`src/rtl/core/ertt_pkg.sv`:
```
// Shared types and constants of the echo round-trip tracker
package ertt_pkg;

    localparam int TABLE_SLOTS = 64;
    localparam int IDX_W       = $clog2(TABLE_SLOTS);

    localparam logic [1:0] OP_SEND   = 2'd0;
    localparam logic [1:0] OP_REPLY  = 2'd1;
    localparam logic [1:0] OP_FINISH = 2'd2;
    localparam logic [1:0] OP_SPARE  = 2'd3;

    localparam logic [31:0] TIMEOUT_RST = 32'd1000;

    typedef struct packed {
        logic [1:0]  opcode;
        logic [15:0] seq;
        logic [31:0] time_ms;
        logic        ended_by_timeout;
    } t_in_item;

    typedef struct packed {
        logic        status;
        logic [15:0] success_count;
        logic [15:0] failure_count;
        logic [31:0] avg_rtt;
        logic [31:0] min_rtt;
        logic [31:0] max_rtt;
    } t_out_item;

    typedef struct packed {
        logic load;
        logic eval;
        logic div_start;
        logic commit;
    } t_dp_cmd;

    typedef struct packed {
        logic is_finish;
        logic div_done;
    } t_dp_sts;

endpackage

```
`src/rtl/core/ertt_ctrl.sv`:
```
// Controller state machine of the echo round-trip tracker
module ertt_ctrl (
    input  logic             i_clk,
    input  logic             i_rst_n,
    input  logic             i_in_valid,
    output logic             o_in_stall,
    output logic             o_out_valid,
    input  logic             i_out_stall,
    input  ertt_pkg::t_dp_sts i_sts,
    output ertt_pkg::t_dp_cmd o_cmd
);
    import ertt_pkg::*;

    typedef enum logic [1:0] {
        S_IDLE,
        S_EVAL,
        S_DIV,
        S_COMMIT
    } t_state;

    t_state r_state;
    logic   r_out_valid;
    logic   w_accept;
    logic   w_out_free;

    assign o_in_stall  = !i_rst_n || (r_state != S_IDLE);
    assign w_accept    = i_in_valid && !o_in_stall;
    assign w_out_free  = !r_out_valid || !i_out_stall;
    assign o_out_valid = r_out_valid;

    always_comb begin
        o_cmd           = '0;
        o_cmd.load      = w_accept;
        o_cmd.eval      = (r_state == S_EVAL);
        o_cmd.div_start = (r_state == S_EVAL) && i_sts.is_finish;
        o_cmd.commit    = (r_state == S_COMMIT) && w_out_free;
    end

    always_ff @(posedge i_clk) begin
        if (!i_rst_n) begin
            r_state     <= S_IDLE;
            r_out_valid <= 1'b0;
        end else begin
            if (o_cmd.commit) begin
                r_out_valid <= 1'b1;
            end else if (!i_out_stall) begin
                r_out_valid <= 1'b0;
            end
            case (r_state)
                S_IDLE: begin
                    if (w_accept) r_state <= S_EVAL;
                end
                S_EVAL: begin
                    r_state <= i_sts.is_finish ? S_DIV : S_COMMIT;
                end
                S_DIV: begin
                    if (i_sts.div_done) r_state <= S_COMMIT;
                end
                S_COMMIT: begin
                    if (w_out_free) r_state <= S_IDLE;
                end
                default: begin
                    r_state <= S_IDLE;
                end
            endcase
        end
    end

endmodule

```
`src/rtl/core/ertt_div.sv`:
```
// Radix-2 restoring divider, 32-bit dividend by 16-bit divisor
module ertt_div (
    input  logic        i_clk,
    input  logic        i_rst_n,
    input  logic        i_start,
    input  logic [31:0] i_dividend,
    input  logic [15:0] i_divisor,
    output logic        o_done,
    output logic [31:0] o_quot
);
    logic        r_busy;
    logic        r_done;
    logic [4:0]  r_cnt;
    logic [31:0] r_quot;
    logic [15:0] r_rem;
    logic [15:0] r_divisor;
    logic [16:0] w_shift;
    logic        w_ge;
    logic [16:0] w_diff;

    assign w_shift = {r_rem, r_quot[31]};
    assign w_ge    = (w_shift >= {1'b0, r_divisor});
    assign w_diff  = w_shift - {1'b0, r_divisor};

    always_ff @(posedge i_clk) begin
        if (!i_rst_n) begin
            r_busy <= 1'b0;
            r_done <= 1'b0;
            r_cnt  <= '0;
        end else begin
            r_done <= 1'b0;
            if (i_start) begin
                r_busy <= 1'b1;
                r_cnt  <= '0;
            end else if (r_busy) begin
                r_cnt <= r_cnt + 5'd1;
                if (r_cnt == 5'd31) begin
                    r_busy <= 1'b0;
                    r_done <= 1'b1;
                end
            end
        end
    end

    always_ff @(posedge i_clk) begin
        if (i_start) begin
            r_quot    <= i_dividend;
            r_rem     <= '0;
            r_divisor <= i_divisor;
        end else if (r_busy) begin
            r_rem  <= w_ge ? w_diff[15:0] : w_shift[15:0];
            r_quot <= {r_quot[30:0], w_ge};
        end
    end

    assign o_done = r_done;
    assign o_quot = r_quot;

endmodule

```
`src/rtl/core/ertt_dp.sv`:
```
// Datapath: slot table, statistics, timeout register and result register
module ertt_dp (
    input  logic               i_clk,
    input  logic               i_rst_n,
    input  ertt_pkg::t_dp_cmd  i_cmd,
    output ertt_pkg::t_dp_sts  o_sts,
    input  ertt_pkg::t_in_item i_in_item,
    input  logic               i_cfg_we,
    input  logic [31:0]        i_cfg_data,
    output ertt_pkg::t_out_item o_out_item
);
    import ertt_pkg::*;

    logic [15:0]      mem_seq   [TABLE_SLOTS];
    logic [31:0]      mem_start [TABLE_SLOTS];

    t_in_item         r_item;
    logic [15:0]      r_rd_seq;
    logic [31:0]      r_rd_start;
    logic [31:0]      r_timeout;
    logic [TABLE_SLOTS-1:0] r_valid;
    logic [TABLE_SLOTS-1:0] r_answered;
    logic [15:0]      r_sent;
    logic [15:0]      r_ans;
    logic [31:0]      r_min;
    logic [31:0]      r_max;
    logic [31:0]      r_sum;
    logic [31:0]      r_rtt;
    logic             r_hit;
    t_out_item        r_out;
    t_out_item        n_out;

    logic [IDX_W-1:0] w_idx;
    logic [31:0]      w_rtt;
    logic             w_hit;
    logic [32:0]      w_sum_add;
    logic [31:0]      w_quot;
    logic             w_div_done;

    assign w_idx     = r_item.seq[IDX_W-1:0];
    assign w_rtt     = r_item.time_ms - r_rd_start;
    assign w_hit     = r_valid[w_idx] && !r_answered[w_idx] && (r_rd_seq == r_item.seq)
                       && (w_rtt <= r_timeout);
    assign w_sum_add = {1'b0, r_sum} + {1'b0, r_rtt};

    ertt_div u_div (
        .i_clk      (i_clk),
        .i_rst_n    (i_rst_n),
        .i_start    (i_cmd.div_start),
        .i_dividend (r_sum),
        .i_divisor  (r_ans),
        .o_done     (w_div_done),
        .o_quot     (w_quot)
    );

    assign o_sts.is_finish = (r_item.opcode == OP_FINISH);
    assign o_sts.div_done  = w_div_done;

    always_ff @(posedge i_clk) begin
        if (i_cmd.commit && (r_item.opcode == OP_SEND)) begin
            mem_seq[w_idx]   <= r_item.seq;
            mem_start[w_idx] <= r_item.time_ms;
        end
        if (i_cmd.load) begin
            r_rd_seq   <= mem_seq[i_in_item.seq[IDX_W-1:0]];
            r_rd_start <= mem_start[i_in_item.seq[IDX_W-1:0]];
        end
    end

    always_ff @(posedge i_clk) begin
        if (i_cmd.load) r_item <= i_in_item;
        if (i_cmd.eval) begin
            r_rtt <= w_rtt;
            r_hit <= w_hit;
        end
        if (i_cmd.commit) r_out <= n_out;
    end

    always_comb begin
        n_out = '0;
        case (r_item.opcode)
            OP_SEND: begin
                n_out.status = 1'b0;
            end
            OP_REPLY: begin
                n_out.status = !r_hit;
            end
            OP_FINISH: begin
                n_out.success_count = r_ans;
                n_out.failure_count = (r_sent > r_ans) ? (r_sent - r_ans) : 16'd0;
                n_out.avg_rtt       = (r_ans != 16'd0) ? w_quot : 32'd0;
                n_out.min_rtt       = r_item.ended_by_timeout ? 32'd0 : r_min;
                n_out.max_rtt       = r_item.ended_by_timeout ? 32'd0 : r_max;
            end
            default: begin
                n_out = '0;
            end
        endcase
    end

    always_ff @(posedge i_clk) begin
        if (!i_rst_n) begin
            r_timeout  <= TIMEOUT_RST;
            r_valid    <= '0;
            r_answered <= '0;
            r_sent     <= '0;
            r_ans      <= '0;
            r_min      <= '0;
            r_max      <= '0;
            r_sum      <= '0;
        end else begin
            if (i_cfg_we) r_timeout <= i_cfg_data;
            if (i_cmd.commit) begin
                case (r_item.opcode)
                    OP_SEND: begin
                        r_valid[w_idx]    <= 1'b1;
                        r_answered[w_idx] <= 1'b0;
                        if (r_sent != 16'hFFFF) r_sent <= r_sent + 16'd1;
                    end
                    OP_REPLY: begin
                        if (r_hit) begin
                            r_answered[w_idx] <= 1'b1;
                            if (r_ans == 16'd0) begin
                                r_min <= r_rtt;
                                r_max <= r_rtt;
                                r_sum <= r_rtt;
                            end else begin
                                if (r_rtt < r_min) r_min <= r_rtt;
                                if (r_rtt > r_max) r_max <= r_rtt;
                                r_sum <= w_sum_add[32] ? 32'hFFFF_FFFF : w_sum_add[31:0];
                            end
                            if (r_ans != 16'hFFFF) r_ans <= r_ans + 16'd1;
                        end
                    end
                    OP_FINISH: begin
                        r_valid    <= '0;
                        r_answered <= '0;
                        r_sent     <= '0;
                        r_ans      <= '0;
                        r_min      <= '0;
                        r_max      <= '0;
                        r_sum      <= '0;
                    end
                    default: begin
                        r_sent <= r_sent;
                    end
                endcase
            end
        end
    end

    assign o_out_item = r_out;

endmodule

```
`src/rtl/core/echo_round_trip_tracker_top.sv`:
```
// Echo round-trip tracker: send/reply/finish events in, one result per event out
//
// Input channel i_in_valid/o_in_stall carries one event (send, reply, finish).
// Output channel o_out_valid/i_out_stall returns exactly one result per event.
// Config channel i_cfg_valid/o_cfg_ready writes timeout_ms; ready is always high.
// Send and reply events: the slot table is read at the transfer, then the
// controller passes through evaluate and commit before the result is valid.
// A finish event adds a pass through the bit-serial sum/count divider.
// One event is in flight at a time; o_in_stall stays high until its result
// is loaded into the output register.
// The output register holds a result while i_out_stall is high; the next
// event may be accepted meanwhile, but its commit waits for the register.
// Reset (synchronous, active low) clears slot valid/answered bits, counts and
// statistics at once and sets timeout_ms to 1000; no clearing pass needed.
module echo_round_trip_tracker_top (
    input  logic                i_clk,
    input  logic                i_rst_n,
    input  logic                i_in_valid,
    output logic                o_in_stall,
    input  ertt_pkg::t_in_item  i_in_item,
    output logic                o_out_valid,
    input  logic                i_out_stall,
    output ertt_pkg::t_out_item o_out_item,
    input  logic                i_cfg_valid,
    output logic                o_cfg_ready,
    input  logic [31:0]         i_cfg_data
);
    import ertt_pkg::*;

    t_dp_cmd w_cmd;
    t_dp_sts w_sts;

    assign o_cfg_ready = 1'b1;

    ertt_ctrl u_ctrl (
        .i_clk       (i_clk),
        .i_rst_n     (i_rst_n),
        .i_in_valid  (i_in_valid),
        .o_in_stall  (o_in_stall),
        .o_out_valid (o_out_valid),
        .i_out_stall (i_out_stall),
        .i_sts       (w_sts),
        .o_cmd       (w_cmd)
    );

    ertt_dp u_dp (
        .i_clk      (i_clk),
        .i_rst_n    (i_rst_n),
        .i_cmd      (w_cmd),
        .o_sts      (w_sts),
        .i_in_item  (i_in_item),
        .i_cfg_we   (i_cfg_valid && o_cfg_ready),
        .i_cfg_data (i_cfg_data),
        .o_out_item (o_out_item)
    );

endmodule

```
`config.mk`:
```
export PLATFORM = sky130hd
export DESIGN_NAME = echo_round_trip_tracker_top
export DESIGN_NICKNAME = d
export VERILOG_FILES = /design/src/rtl/core/ertt_pkg.sv /design/src/rtl/core/ertt_ctrl.sv /design/src/rtl/core/ertt_div.sv /design/src/rtl/core/ertt_dp.sv /design/src/rtl/core/echo_round_trip_tracker_top.sv
export SDC_FILE = /design/constraint.sdc
export NUM_CORES = 2
export LEC_CHECK = 0
export BUFFER_PORTS_ARGS = -buffer_cell sky130_fd_sc_hd__buf_2
export CORE_MARGIN = 4
export CORE_UTILIZATION = 60
export CTS_BUF_LIST = sky130_fd_sc_hd__clkbuf_16
export DETAILED_ROUTE_END_ITERATION = 8
export PLACE_DENSITY = 0.75
export SLEW_MARGIN = 20
export SYNTH_ARGS = -nofsm -noshare
export SYNTH_HDL_FRONTEND = slang
export SYNTH_SLANG_ARGS = --single-unit
```
`constraint.sdc`:
```
create_clock -name i_clk -period 22.1 [get_ports i_clk]
set_input_delay 1.105 -clock i_clk [delete_from_list [all_inputs] [get_ports i_clk]]
set_output_delay 1.105 -clock i_clk [all_outputs]
set_load 0.02 [all_outputs]
```
# ---- Word-level counts from Yosys, hierarchy flattened
# Memories as Yosys holds them, arrays and structs flattened. A register that Yosys moved wholly into a read port is not among the register bits.
# Index checks and enable logic that the tools add are counted.
dict set report totals {
  inputBits 88
  mem_count 2
  latch_bits 0
  wordCells 149
  ramBits 3072
  romBits 0
  output_inout_bits 132
  register_bits 575
}
dict set report op_classes {
  reduce_logical 38
  div 0
  mux 42
  n_eq_ne 18
  multipliers 0
  bitwise_logic 7
  n_lt_le_gt_ge 7
  n_shift 0
  add_sub_neg 7
}
# memory words width rd rd_clocked_by_memory_dff wr line
set mem_list {}
lappend mem_list {u_dp.mem_start 64 32 1 1 1 ertt_dp.sv:15} ;# logic [31:0] mem_start [TABLE_SLOTS];
lappend mem_list {u_dp.mem_seq 64 16 1 1 1 ertt_dp.sv:14} ;# logic [15:0] mem_seq [TABLE_SLOTS];
# op count
set ops {}
lappend ops {{$mux 32} 11}
lappend ops {{$pmux 32 s2} 3}
lappend ops {{$pmux 64 s3} 1}
lappend ops {{$or 64x64->64} 2}
lappend ops {{$pmux 64 s2} 1}
lappend ops {{$and 64x64->64} 1}
lappend ops {{$mux 16} 4}
lappend ops {{$mux 64} 1}
lappend ops {{$not 64->64} 1}
lappend ops {{$pmux 16 s2} 2}
lappend ops {{$add 32x32->33} 1}
lappend ops {{$add 16x1->16 const B} 2}
lappend ops {{$gt 32x32->1} 1}
lappend ops {{$le 32x32->1} 1}
lappend ops {{$lt 32x32->1} 1}
lappend ops {{$ne 16x16->1 const B} 2}
lappend ops {{$sub 16x16->16} 2}
lappend ops {{$sub 32x32->32} 1}
lappend ops {{$ge 17x16->1} 1}
lappend ops {{$eq 16x16->1} 1}
lappend ops {{$gt 16x16->1} 1}
lappend ops {{$logic_not 16->1} 1}
lappend ops {{$reduce_bool 16->1} 1}
lappend ops {{$bmux 1 s6} 2}
lappend ops {{25 further kinds} 74}

# ---- Longest topological paths before layout
dict set report logic_depth {
  ltp_word 7
  mapped_depth 23
}

# ---- By module
# From an unflattened synthesis, not the netlist that was laid out.
dict set report hier_totals {
  hier_cells 7568
  hier_area_um2 147786.7
}
# module seq_area_each_um2 area_per_inst_um2 n_inst cells_each
set modules_own_cells {}
lappend modules_own_cells {ertt_dp 105851.5 143769.1 1 7198}
lappend modules_own_cells {ertt_div 1901.8 3771.1 1 341}
lappend modules_own_cells {ertt_ctrl 60.1 235.2 1 27}
lappend modules_own_cells {echo_round_trip_tracker_top 0.0 11.3 1 2}

# ---- Least setup slack after synthesis
# OpenSTA, ideal clock, no wires.
dict set report synth_timing {
  path_type {input-to-reg}
  from {input port i_out_stall}
  to {memory u_dp.mem_seq[9][0], enable pin}
  t_required_ns 21.646
  path_stages 4
  slack_ns 13.665
  t_arrival_ns 7.981
  path_cell_list {a21boi_2 nand2_1 clkbuf_1 nor2_1}
}
dict set report synth_between {
  elab_chain_len 6
}
# item line
set synth_rtl {}
lappend synth_rtl {{from (decl)} echo_round_trip_tracker_top.sv:22} ;# input logic i_out_stall,
lappend synth_rtl {{$logic_not 1->1} ertt_ctrl.sv:28} ;# assign w_out_free = !r_out_valid || !i_out_stall;
lappend synth_rtl {{$logic_or 1x1->1} ertt_ctrl.sv:28}
lappend synth_rtl {{$logic_and 1x1->1} ertt_ctrl.sv:36} ;# o_cmd.commit = (r_state == S_COMMIT) && w_out_free;
lappend synth_rtl {{$logic_and 1x1->1} ertt_dp.sv:60} ;# if (i_cmd.commit && (r_item.opcode == OP_SEND)) begin
lappend synth_rtl {{$mux 1} ertt_dp.sv:60}
lappend synth_rtl {{$mux 1 (not written as such)} ertt_dp.sv:61} ;# mem_seq[w_idx] <= r_item.seq;
lappend synth_rtl {{to (decl)} ertt_dp.sv:14}
# Every way passes these cells.

# ---- Final worst setup path
dict set report layout_timing {
  from {register u_dp.r_item[5] (netlist name)}
  to {register u_dp.r_hit, data pin}
}
dict set report layout_between {
  elab_chain_len 3
}
# item line
set layout_rtl {}
lappend layout_rtl {{from (decl)} ertt_dp.sv:17} ;# t_in_item r_item;
lappend layout_rtl {{from (signal assigned)} ertt_dp.sv:71} ;# if (i_cmd.load) r_item <= i_in_item;
lappend layout_rtl {{$sub 32x32->32} ertt_dp.sv:41} ;# assign w_rtt = r_item.time_ms - r_rd_start;
lappend layout_rtl {{named net u_dp.w_rtt[31]} ertt_dp.sv:34} ;# logic [31:0] w_rtt;
lappend layout_rtl {{$le 32x32->1} ertt_dp.sv:43} ;# && (w_rtt <= r_timeout);
lappend layout_rtl {{$logic_and 1x1->1} ertt_dp.sv:43}
lappend layout_rtl {{named net u_dp.w_hit} ertt_dp.sv:35} ;# logic w_hit;
lappend layout_rtl {{to (signal assigned)} ertt_dp.sv:74} ;# r_hit <= w_hit;
lappend layout_rtl {{to (decl)} ertt_dp.sv:29} ;# logic r_hit;
# The timed path passes the listed nets, and every way through them passes these cells.
# A chain may end at the register's enable or synchronous reset.

==> results.cfg <==
[run_status]
outcome = finished clean

[cts]
cts_buffers = 375
tritoncts = done
hold_buffers = 0
worstSkewPairLatency_ns = 1.02
post_cts_buffers = 0
clock-sinks = 3695
clk_path_buf_depth = 4
clk_pin_slew_ns = 0.06
cts_resized = 0
cts.root.buffer_cell = clkbuf_16
cts_max_level = 5

[routing]
drtIter0Drc = 14473
drc = 0
ant_nets = 0
routed_via_density = 7.124
routedWlPerCell_um = 36.70
vias = 82354
firstDrtPassIters = 7
wl_um = 424300

[pwr]
ir_worst_vdd_mv = 0.09458
p_seq_share_pct = 51.0
p_comb_share_pct = 9.6
clkPwrFrac_pct = 39.4
power.switching_w = 0.003683
sw_frac_of_total_pct = 23.66
p_int_w = 0.01188
power.leakage_nw = 53.91
powerDensity_nw_per_um2 = 94.05

[synth]
postSynthCellCount = 7658
synth_top_family_by_area = multiplexers
synth_edf_count = 3381
synthAdderAreaFrac_pct = 1.774
ys_ff_latch = 3695
synth_warnings = 0
synth-async-reset-ratio_pct = 0
synth_top_cell_by_area = edfxtp_1
yosysSeqAreaShare_pct = 73.00
syn_area_um2 = 147700
syn_area_per_cell_um2 = 19.29
yosys_most_used_dff = edfxtp_1
synth_compound_gate_area_share_pct = 3.216
synth_nets = 7953
synth_top_cell_area_share_pct = 68.74
synth_common_cells = 3381 x edfxtp_1, 1003 x mux4_2, 351 x nand2_1, 314 x dfxtp_1, 308 x nor2_1
ys_top_cells_by_area = edfxtp_1 69%, mux4_2 15%, dfxtp_1 4.3%
synth_xor_area_share_pct = 0.6938
synth-simple-area-share_pct = 3.639
synth_mux_area_share_pct = 15.97
yosys.cell_types.count = 76
yosysMostFrequentCell = edfxtp_1

[timing]
slew_headroom_pct = 14.06
fmax_mhz = 164.0
skew_ns = 0.09029
tightest_slew_ns = 1.286
hold_ws_ns = 0.2565
maxSlewViolCount = 0
setup_violations = 0
hold_violations = 0
period_needed_ns = 6.099
setup-tns-final_ns = 0
finalCritPeriodShare_pct = 27.60
rsz0062_at_grt = false

[floorplan]
fp-row-count = 181
die_area_um2 = 254200
dieWidth_um = 504.2
core_um2 = 244100
die_h_um = 504.2
start_util_pct = 60.50
io_pins = 220

[worst_hold_path]
min_to = u_dp.r_item[44]
hp-class = in2reg
hold_path.startpoint = i_in_item[44]
hold-path-cell-count = 1

[critical_path]
r2r_slack_ns = 16.00
crit_fanout = 65
reg2reg_to = u_dp.r_hit
crit_path_start_kind = flip-flop
crit_path_end_kind = flip-flop
cpMaxStageDelayCell = o21ai_0
ff2ff_path_depth = 17
critPathArrivalTime_ns = 6.82
critPathKind = reg2reg
max_stage_delay_ns = 0.81
required_ns = 22.82
path_cells = buf_4, ha_1, a21o_1, or3_1, o21ai_0, a21oi_1, o311a_1, a211oi_2, o21ai_1, a21oi_1, xnor2_1, ha_1, nand4_1, or2_2, nor4_1, mux2i_1, a211oi_1
timing.rr.start = u_dp.r_item[5]

[final_layout]
fin_nets = 8363
fill_cells = 14805
multi_input_area_um2 = 38000
area_delta_synth_final_pct = 12.07
fin_area_um2 = 165500
seq_area_um2 = 107800
post_route_cells_drive_above_1_share_pct = 25.13

[grt]
grt_pass1_vias = 80093
globalRouteTotalUtil_pct = 33.22
grt_max_degree = 153
grt_first_pass_wirelength_um = 599400
grt_overflow = 0
antenna_found_initial = 8

[place]
hpwl_um = 211100
place_area_um2 = 153700
place.gp.congestion = 0.8862
portBuffers = 218

[job]
cap_viol_max_count = 0
[per-stage QoR]
step	utilization (%)	std cells	setup slack (ns)	power, W
detailed placement	62.97	10892	15.79	0.009522
floorplan	-	7658	13.66	0.009017
finish	67.80	11560	16.00	0.01557
global route	67.79	11554	15.68	0.01603
CTS	67.77	11552	16.33	0.01557
global placement	62.92	10887	15.85	0.009471
[layout make-up]
cell class | instances | share of cell area [%]
flip-flops and latches | 3695 | 65.14
multi-input cells | 3329 | 22.96
clock buffers | 382 | 5.775
well taps | 3202 | 2.420
repair buffers | 469 | 1.948
clock inverters | 278 | 1.295
inverters | 198 | 0.4543
diodes | 7 | 0.01058
[how the worst max path moves through the flow]
stage	to	from	slack (ns)
after floorplan	u_dp.mem_seq[9][0]	i_out_stall	13.66
after global placement	u_dp.r_rd_start[9]	i_in_item[33]	15.85
after detailed placement	u_dp.r_rd_start[15]	i_in_item[33]	15.79
after CTS	u_dp.r_hit	u_dp.r_item[4]	16.33
after global routing	u_dp.r_hit	u_dp.r_item[4]	15.68
final	u_dp.r_hit	u_dp.r_item[5]	16.00
[layer usage]
metal | wire (um) | GRT usage (%)
met1 | 144600 | 45.10
met5 | 13 | 0
met4 | 23260 | 14.92
met3 | 59380 | 9.927
met2 | 197000 | 50.54
[logic make-up after synthesis]
kind of cell	after synthesis
AND/OR/NAND/NOR	1164
flip-flops	3695
adder cells (fa/ha/maj)	207
other	1
buffers and inverters	634
XOR/XNOR	117
multiplexers	1101
AO/OA/AOI/OAI	739
[placed cells by master, fill, tap and decap left out, drive strengths merged, types with 10 or more instances in the layout]
master,Yosys,final
xnor2,81,81
nand2,351,351
a221oi,18,18
dfxtp,314,314
inv,196,302
o21a,11,11
nand2b,18,18
a21oi,178,178
clkinvlp,0,16
mux4,1003,1003
and3,47,47
nor4,10,10
nand3,139,139
nand4,117,117
o221ai,32,32
a211oi,13,13
edfxtp,3381,3381
mux2i,86,86
nor2,308,308
o21ai,157,157
ha,203,203
a31oi,110,110
bufinv,0,33
nor3,97,97
xor2,36,36
o211ai,15,15
clkbuf,287,382
a22oi,69,69
nor2b,32,32
mux2,12,12
buf,149,469
a21o,73,73
clkinv,2,125
and2,13,13
[power by group through the flow]
stage / clock (W) / combinational [W] / sequential, W
3_5_place_dp: 0 / 0.00144 / 0.00808
2_1_floorplan: 0 / 0.000840 / 0.00818
5_1_grt: 0.00649 / 0.00160 / 0.00793
6_report: 0.00614 / 0.00150 / 0.00793
4_1_cts: 0.00618 / 0.00146 / 0.00793
3_3_place_gp: 0 / 0.00140 / 0.00807
[worst max-delay path, delay by kind of cell (launching register included)]
family,cells,cell delay [ns]
AO/OA/AOI/OAI,8,2.51
XOR/XNOR,1,0.15
adder cells (fa/ha/maj),2,0.84
buffers and inverters,1,0.54
flip-flops,1,0.34
multiplexers,1,0.28
AND/OR/NAND/NOR,4,1.13
[sequential cells by signal, summed over array words and instances, names as in the netlist, 2 cells and up]
| name | flops |
|---|---|
| u_ctrl.r_state | 2 |
| u_dp.mem_seq | 1024 |
| u_dp.mem_start | 2048 |
| u_dp.o_out_item | 129 |
| u_dp.r_ans | 16 |
| u_dp.r_answered | 64 |
| u_dp.r_item | 51 |
| u_dp.r_max | 32 |
| u_dp.r_min | 32 |
| u_dp.r_rd_seq | 16 |
| u_dp.r_rd_start | 32 |
| u_dp.r_rtt | 32 |
| u_dp.r_sent | 16 |
| u_dp.r_sum | 32 |
| u_dp.r_timeout | 32 |
| u_dp.r_valid | 64 |
| u_dp.u_div.o_quot | 32 |
| u_dp.u_div.r_cnt | 5 |
| u_dp.u_div.r_divisor | 16 |
| u_dp.u_div.r_rem | 16 |
(Power assumes the default switching activity.)
